File: src/rtl/core/gpr_pkg.sv
// ----------------------------------------------------------------------------
// gpr_pkg
// Shared widths, reset values and codes for the gamepad report builder.
// ----------------------------------------------------------------------------
package gpr_pkg;

    localparam int AXIS_W   = 16;   // raw stick sample
    localparam int OUT_W    = 8;    // scaled report axis
    localparam int DZ_W     = 15;   // dead zone register
    localparam int CHG_W    = 16;   // change threshold register
    localparam int KEY_W    = 8;
    localparam int BTN_W    = 16;
    localparam int CFG_AW   = 2;
    localparam int CFG_DW   = 16;

    localparam logic [KEY_W-1:0] KEY_NONE   = 8'hFF;
    localparam logic [KEY_W-1:0] KEY_COUNT  = 8'd14;
    localparam int               AXIS_MAX   = 127;
    localparam int               SCALE_SH   = 15;   // divide by 32768

    localparam logic [DZ_W-1:0]  DEADZONE_RST = 15'd2000;
    localparam logic [CHG_W-1:0] CHANGE_RST   = 16'd500;

    localparam int BIT_LEFT_PRESS  = 14;
    localparam int BIT_RIGHT_PRESS = 15;

    // config register indexes
    localparam logic [CFG_AW-1:0] CFG_DEADZONE = 2'd0;
    localparam logic [CFG_AW-1:0] CFG_CHANGE   = 2'd1;

    // send outcome codes
    localparam logic [1:0] SEND_OK   = 2'd0;
    localparam logic [1:0] SEND_BUSY = 2'd1;

endpackage

File: src/rtl/core/gpr_axis.sv
// ----------------------------------------------------------------------------
// gpr_axis
// One stick axis: dead zone, change test against the committed sample,
// and scaling to the report range.
// ----------------------------------------------------------------------------
module gpr_axis import gpr_pkg::*; (
    input  logic signed [AXIS_W-1:0] raw,
    input  logic signed [AXIS_W-1:0] prev,
    input  logic        [DZ_W-1:0]   deadzone,
    input  logic        [CHG_W-1:0]  change_limit,
    output logic                     moved,
    output logic signed [OUT_W-1:0]  scaled
);

    function automatic logic signed [AXIS_W-1:0] dz_apply(
        input logic signed [AXIS_W-1:0] v,
        input logic        [DZ_W-1:0]   lim
    );
        logic signed [AXIS_W:0] vx;
        logic signed [AXIS_W:0] lx;
        vx = {v[AXIS_W-1], v};
        lx = signed'({{(AXIS_W+1-DZ_W){1'b0}}, lim});
        if (vx > -lx && vx < lx) begin
            return '0;
        end
        return v;
    endfunction

    localparam int PROD_W = AXIS_W + 8;

    logic signed [AXIS_W-1:0] dz_now;
    logic signed [AXIS_W-1:0] dz_prev;
    logic signed [AXIS_W:0]   diff;
    logic        [AXIS_W:0]   mag;
    logic signed [PROD_W-1:0] ext;
    logic signed [PROD_W-1:0] prod;
    logic signed [PROD_W-1:0] biased;
    logic signed [PROD_W-SCALE_SH-1:0] quo;
    logic signed [PROD_W-SCALE_SH-1:0] qmax;

    assign dz_now  = dz_apply(raw, deadzone);
    assign dz_prev = dz_apply(prev, deadzone);

    assign diff  = {dz_now[AXIS_W-1], dz_now} - {dz_prev[AXIS_W-1], dz_prev};
    assign mag   = diff[AXIS_W] ? (AXIS_W+1)'(-diff) : diff;
    assign moved = mag > {1'b0, change_limit};

    // v * 127, then divide by 32768 truncating toward zero
    assign ext    = {{(PROD_W-AXIS_W){dz_now[AXIS_W-1]}}, dz_now};
    assign prod   = (ext <<< 7) - ext;
    assign biased = prod[PROD_W-1] ? prod + PROD_W'((1 << SCALE_SH) - 1) : prod;
    assign quo    = biased[PROD_W-1:SCALE_SH];
    assign qmax   = (PROD_W-SCALE_SH)'(AXIS_MAX);

    always_comb begin
        if (quo > qmax) begin
            scaled = OUT_W'(qmax);
        end else if (quo < -qmax) begin
            scaled = OUT_W'(-qmax);
        end else begin
            scaled = quo[OUT_W-1:0];
        end
    end

endmodule

File: src/rtl/core/gamepad_report_builder.sv
// ----------------------------------------------------------------------------
// gamepad_report_builder
// Builds a gamepad report from each scan item when keys, buttons or axes
// changed or a retry is pending, and tracks the committed last sample.
// ----------------------------------------------------------------------------
//  channel   dir   handshake            payload
//  s_*       in    s_valid / s_ready    key, four axes, two buttons, link, send status
//  m_*       out   m_valid / m_ready    button bits, four scaled axes
//  cfg_*     in    cfg_we               cfg_addr, cfg_wdata
//
// One item per cycle unless a stalled result holds it: an item is decided
// and scaled in the input register, and an item that makes a report is
// registered into the result register as it leaves. Committed-sample state
// updates as the item leaves the input register, so the following item sees
// it. A stalled result holds the input register only when that item also makes a report.
// Reset is synchronous; there is no clearing pass.
// ----------------------------------------------------------------------------
module gamepad_report_builder import gpr_pkg::*; (
    input  logic                     aclk,
    input  logic                     aresetn,

    input  logic                     cfg_we,
    input  logic [CFG_AW-1:0]        cfg_addr,
    input  logic [CFG_DW-1:0]        cfg_wdata,

    input  logic                     s_valid,
    output logic                     s_ready,
    input  logic [KEY_W-1:0]         s_key_index,
    input  logic signed [AXIS_W-1:0] s_left_x_raw,
    input  logic signed [AXIS_W-1:0] s_left_y_raw,
    input  logic                     s_left_press,
    input  logic signed [AXIS_W-1:0] s_right_x_raw,
    input  logic signed [AXIS_W-1:0] s_right_y_raw,
    input  logic                     s_right_press,
    input  logic                     s_link_ready,
    input  logic [1:0]               s_send_status,

    output logic                     m_valid,
    input  logic                     m_ready,
    output logic [BTN_W-1:0]         m_button_bits,
    output logic signed [OUT_W-1:0]  m_left_x_out,
    output logic signed [OUT_W-1:0]  m_left_y_out,
    output logic signed [OUT_W-1:0]  m_right_x_out,
    output logic signed [OUT_W-1:0]  m_right_y_out
);

    // config
    logic [DZ_W-1:0]  deadzone_reg;
    logic [CHG_W-1:0] change_reg;

    // input register
    logic                     in_valid_reg;
    logic [KEY_W-1:0]         key_reg;
    logic signed [AXIS_W-1:0] lx_reg, ly_reg, rx_reg, ry_reg;
    logic                     lp_reg, rp_reg, link_reg;
    logic [1:0]               status_reg;

    // committed sample
    logic [KEY_W-1:0]         prev_key_reg;
    logic signed [AXIS_W-1:0] prev_lx_reg, prev_ly_reg, prev_rx_reg, prev_ry_reg;
    logic                     prev_lp_reg, prev_rp_reg;
    logic                     pending_reg;

    // result register
    logic                     out_valid_reg;
    logic [BTN_W-1:0]         btn_reg;
    logic signed [OUT_W-1:0]  olx_reg, oly_reg, orx_reg, ory_reg;

    logic                     mv_lx, mv_ly, mv_rx, mv_ry;
    logic signed [OUT_W-1:0]  sc_lx, sc_ly, sc_rx, sc_ry;
    logic                     emit;
    logic                     out_free;
    logic                     fire;
    logic [BTN_W-1:0]         btn_next;

    gpr_axis u_lx (.raw(lx_reg), .prev(prev_lx_reg), .deadzone(deadzone_reg),
                   .change_limit(change_reg), .moved(mv_lx), .scaled(sc_lx));
    gpr_axis u_ly (.raw(ly_reg), .prev(prev_ly_reg), .deadzone(deadzone_reg),
                   .change_limit(change_reg), .moved(mv_ly), .scaled(sc_ly));
    gpr_axis u_rx (.raw(rx_reg), .prev(prev_rx_reg), .deadzone(deadzone_reg),
                   .change_limit(change_reg), .moved(mv_rx), .scaled(sc_rx));
    gpr_axis u_ry (.raw(ry_reg), .prev(prev_ry_reg), .deadzone(deadzone_reg),
                   .change_limit(change_reg), .moved(mv_ry), .scaled(sc_ry));

    assign emit = pending_reg || key_reg != prev_key_reg || lp_reg != prev_lp_reg
               || rp_reg != prev_rp_reg || mv_lx || mv_ly || mv_rx || mv_ry;

    assign out_free = !out_valid_reg || m_ready;
    // an item with no report retires even while the output is stalled
    assign fire     = in_valid_reg && (!emit || out_free);
    assign s_ready  = !in_valid_reg || fire;

    always_comb begin
        btn_next = '0;
        if (key_reg < KEY_COUNT) begin
            btn_next[key_reg[3:0]] = 1'b1;
        end
        btn_next[BIT_LEFT_PRESS]  = lp_reg;
        btn_next[BIT_RIGHT_PRESS] = rp_reg;
    end

    always_ff @(posedge aclk) begin
        if (!aresetn) begin
            deadzone_reg <= DEADZONE_RST;
            change_reg   <= CHANGE_RST;
        end else if (cfg_we) begin
            unique case (cfg_addr)
                CFG_DEADZONE: deadzone_reg <= cfg_wdata[DZ_W-1:0];
                CFG_CHANGE:   change_reg   <= cfg_wdata[CHG_W-1:0];
                default: ;
            endcase
        end
    end

    always_ff @(posedge aclk) begin
        if (!aresetn) begin
            in_valid_reg <= 1'b0;
        end else if (s_ready) begin
            in_valid_reg <= s_valid;
        end
        if (s_ready && s_valid) begin
            key_reg    <= s_key_index;
            lx_reg     <= s_left_x_raw;
            ly_reg     <= s_left_y_raw;
            lp_reg     <= s_left_press;
            rx_reg     <= s_right_x_raw;
            ry_reg     <= s_right_y_raw;
            rp_reg     <= s_right_press;
            link_reg   <= s_link_ready;
            status_reg <= s_send_status;
        end
    end

    always_ff @(posedge aclk) begin
        if (!aresetn) begin
            prev_key_reg <= KEY_NONE;
            prev_lx_reg  <= '0;
            prev_ly_reg  <= '0;
            prev_lp_reg  <= 1'b0;
            prev_rx_reg  <= '0;
            prev_ry_reg  <= '0;
            prev_rp_reg  <= 1'b0;
            pending_reg  <= 1'b0;
        end else if (fire && emit && link_reg) begin
            case (status_reg)
                SEND_OK: begin
                    pending_reg  <= 1'b0;
                    prev_key_reg <= key_reg;
                    prev_lx_reg  <= lx_reg;
                    prev_ly_reg  <= ly_reg;
                    prev_lp_reg  <= lp_reg;
                    prev_rx_reg  <= rx_reg;
                    prev_ry_reg  <= ry_reg;
                    prev_rp_reg  <= rp_reg;
                end
                SEND_BUSY: pending_reg <= 1'b1;
                default: ;
            endcase
        end
    end

    always_ff @(posedge aclk) begin
        if (!aresetn) begin
            out_valid_reg <= 1'b0;
        end else if (out_free) begin
            out_valid_reg <= fire && emit;
        end
        if (fire && emit) begin
            btn_reg <= btn_next;
            olx_reg <= sc_lx;
            oly_reg <= sc_ly;
            orx_reg <= sc_rx;
            ory_reg <= sc_ry;
        end
    end

    assign m_valid       = out_valid_reg;
    assign m_button_bits = btn_reg;
    assign m_left_x_out  = olx_reg;
    assign m_left_y_out  = oly_reg;
    assign m_right_x_out = orx_reg;
    assign m_right_y_out = ory_reg;

endmodule
File: config.mk
export PLATFORM = sky130hd
export DESIGN_NAME = gamepad_report_builder
export DESIGN_NICKNAME = d
export VERILOG_FILES = /design/src/rtl/core/gpr_pkg.sv /design/src/rtl/core/gpr_axis.sv /design/src/rtl/core/gamepad_report_builder.sv
export SDC_FILE = /design/constraint.sdc
export NUM_CORES = 1
export LEC_CHECK = 0
export BUFFER_PORTS_ARGS = -buffer_cell sky130_fd_sc_hd__buf_2
export CORE_UTILIZATION = 52
export CTS_CLUSTER_SIZE = 8
export DETAILED_ROUTE_END_ITERATION = 12
export GPL_ROUTABILITY_DRIVEN = 1
export PLACE_DENSITY = 0.71
export SLEW_MARGIN = 40
export SYNTH_ARGS = -nofsm -noshare
export SYNTH_HDL_FRONTEND = slang
export SYNTH_SLANG_ARGS = --single-unit
File: constraint.sdc
create_clock -name aclk -period 26.4 [get_ports aclk]
set_input_delay 2.64 -clock aclk [delete_from_list [all_inputs] [get_ports aclk]]
set_output_delay 2.64 -clock aclk [all_outputs]
set_load 0.1 [all_outputs]
==> flow_summary.toml <==
[sta]
finalClockSkew_ns = 0.03956
finalCriticalPeriod_ns = 14.33
fmax_mhz = 69.78
period_share_pct = 54.28
relSlewSlack_pct = 40.45
tightest_slew_ns = 0.8933
finalMaxSlewViolations = 0
setup_tns_ns = 0
rsz0062_at_grt = "no"
finalSetupViolCount = 0
hold_viol = 0

[cts]
clk_latency_ns = 0.59
cts-resized-gates = 0
cts-hold-fix-buffers = 0
cts_setup_buffers = 0
cts_tree = "built"
cts.sinks = 233
cts-root-buf = "clkbuf_16"
path_clk_slew_ns = 0.06
htree_levels = 2
cts_buffer_depth = 3
numCtsBuffers = 36

[setup_path]
worst-path-buf-inv = 4
cp.arrival_ns = 11.69
critPathKind = "register to output pin"
critical_path.max_stage_delay_ns = 0.62
crit_path_start_kind = "register"
cp_slowest_cell = "or4b_1"
endpoint_kind = "output pin"
cpMostUsedCell = "o21a_1"
required_ns = 23.76
crit_family = "compound AO/OA/AOI/OAI gates"
cp_max_fo = 16

[finish]
layout_commonest_cell = "ha_1"
drive_above_1_share_pct = 8.884
nNetsFinal = 3896
num_antenna_cells = 0
fillers = 4665
final_cell_count_no_fill = 4060
syn_to_final_growth_pct = 9.610
mostFrequentLayoutCells = "ha_1 (429), nand2_1 (406), nor2_1 (200)"

[routing]
drc = 0
drt_iter0_drc = 2127
wl_um = 88370
ant_nets = 0
num_vias = 25661
avgViaCountPerCell = 6.320
wl_per_cell_um = 21.77
firstDrtPassIters = 6

[grt]
first_global_vias = 24552
grt_pass1_wl_um = 136600
grt_antenna_before_repair = 1
grt_start_max_net_pins = 117
overflow = 0
grt_util_all_layers_pct = 33.14

[floorplan]
die_area_um2 = 52490
pin_count = 150
start_util_pct = 53.13
rows = 82
core_um2 = 50480
die_w_um = 229.1
fp.dieH_um = 229.1

[yosys]
seq_area_frac_synth_pct = 22.06
ys_ff_latch = 233
synth_area_um2 = 26820
ys_types = 112
async_flop_share_pct = 0
syn_nets = 3769
avgSynthCellArea_um2 = 8.288
synth-edff-count = 125
synthCells = 3236
yosysWarnings = 0
synth_ff_type = "edfxtp_1"

[placement]
hpwl_um = 68330
numPortBuffers = 149
gp_congestion = 0.9983
placed_cells = 3994

[pwr]
ir_drop_mv = 0.06499
p_leak_uw = 0.01250
p_per_area_nw_per_um2 = 53.59

[status]
outcome = "completed"

[job]
maxCapViolCount = 0

[min_path]
hold_path.class = "register to register"
[cells in the mapped netlist, drive strengths merged, types with 83 or more instances]
master	instances	share of area, %
o21a	106	3.0
nand2	406	5.7
edfxtp	125	14
nand3	95	1.8
nor2	203	2.9
xnor2	109	3.6
ha	429	20
a21oi	170	3.2
o21ai	150	2.8
dfxtp	108	8.1
a21o	83	2.3
inv	185	2.6
[power by group]
group          switching, uW  internal, uW
Clock                    183           265
Sequential              23.2           409
Combinational            436           260
Total                    642           934
[worst min-delay path: stages, from the launching register on]
cell and delay [ns]:
dfxtp_1 0.30, nand2_1 0.05, a21boi_0 0.07
[final cells by class]
cell class	instances	area, um2	share of cell area (%)
sequential	233	5916	20.12
tap	672	840.8	2.860
multi-input combinational	2735	19930	67.79
clock inverter	4	53.80	0.1830
inverter	185	694.4	2.362
timing repair buffer	172	935.9	3.184
clock buffer	59	1027	3.494
[cells by family (layout without fill, tap and decap cells)]
logic type | count (synthesis) | count (layout) | share of synthesized area (%)
compound gates | 852 | 852 | 22.11
xor+xnor | 176 | 176 | 6.093
fa+ha+maj | 440 | 440 | 20.58
buf+inv | 268 | 420 | 3.881
flops | 233 | 233 | 22.06
mux | 83 | 83 | 3.107
simple gates | 1184 | 1184 | 22.18
[per-layer routing]
layer	up-vias	global-route usage [%]	routed length (um)
li1	12277	-	-
met1	12063	45.11	39270
met2	1094	51.67	37990
met3	225	4.880	7090
met4	2	15.04	4007
met5	-	0	13
[final timing paths]
| kind | slack (ns) | start | cells past startpoint | endpoint |
|---|---|---|---|---|
| worst max-delay path | 12.07 | deadzone_reg[1] | 46 | s_ready |
| worst max register to register | 14.11 | deadzone_reg[1] | 47 | ly_reg[5] |
| worst min register to register | 0.47 | change_reg[1] | 2 | change_reg[1] |
| worst min-delay path | 0.47 | change_reg[1] | 2 | change_reg[1] |
[through the flow]
step / total power [uW] / utilization [%] / worst slack (ns) / cell area [um2] / hold slack [ns]
3_5_place_dp: 1118 / 55.98 / 12.83 / 28260 / 0.4616
2_1_floorplan: 957.5 / - / 12.20 / 26820 / 0.4382
6_report: 1576 / 58.24 / 12.07 / 29400 / 0.4689
4_1_cts: 1573 / 58.12 / 12.18 / 29340 / 0.4684
3_3_place_gp: 1101 / 55.93 / 12.79 / 28230 / 0.4509
5_1_grt: 1672 / 58.24 / 11.33 / 29400 / 0.4757
(Power assumes the default switching activity.)
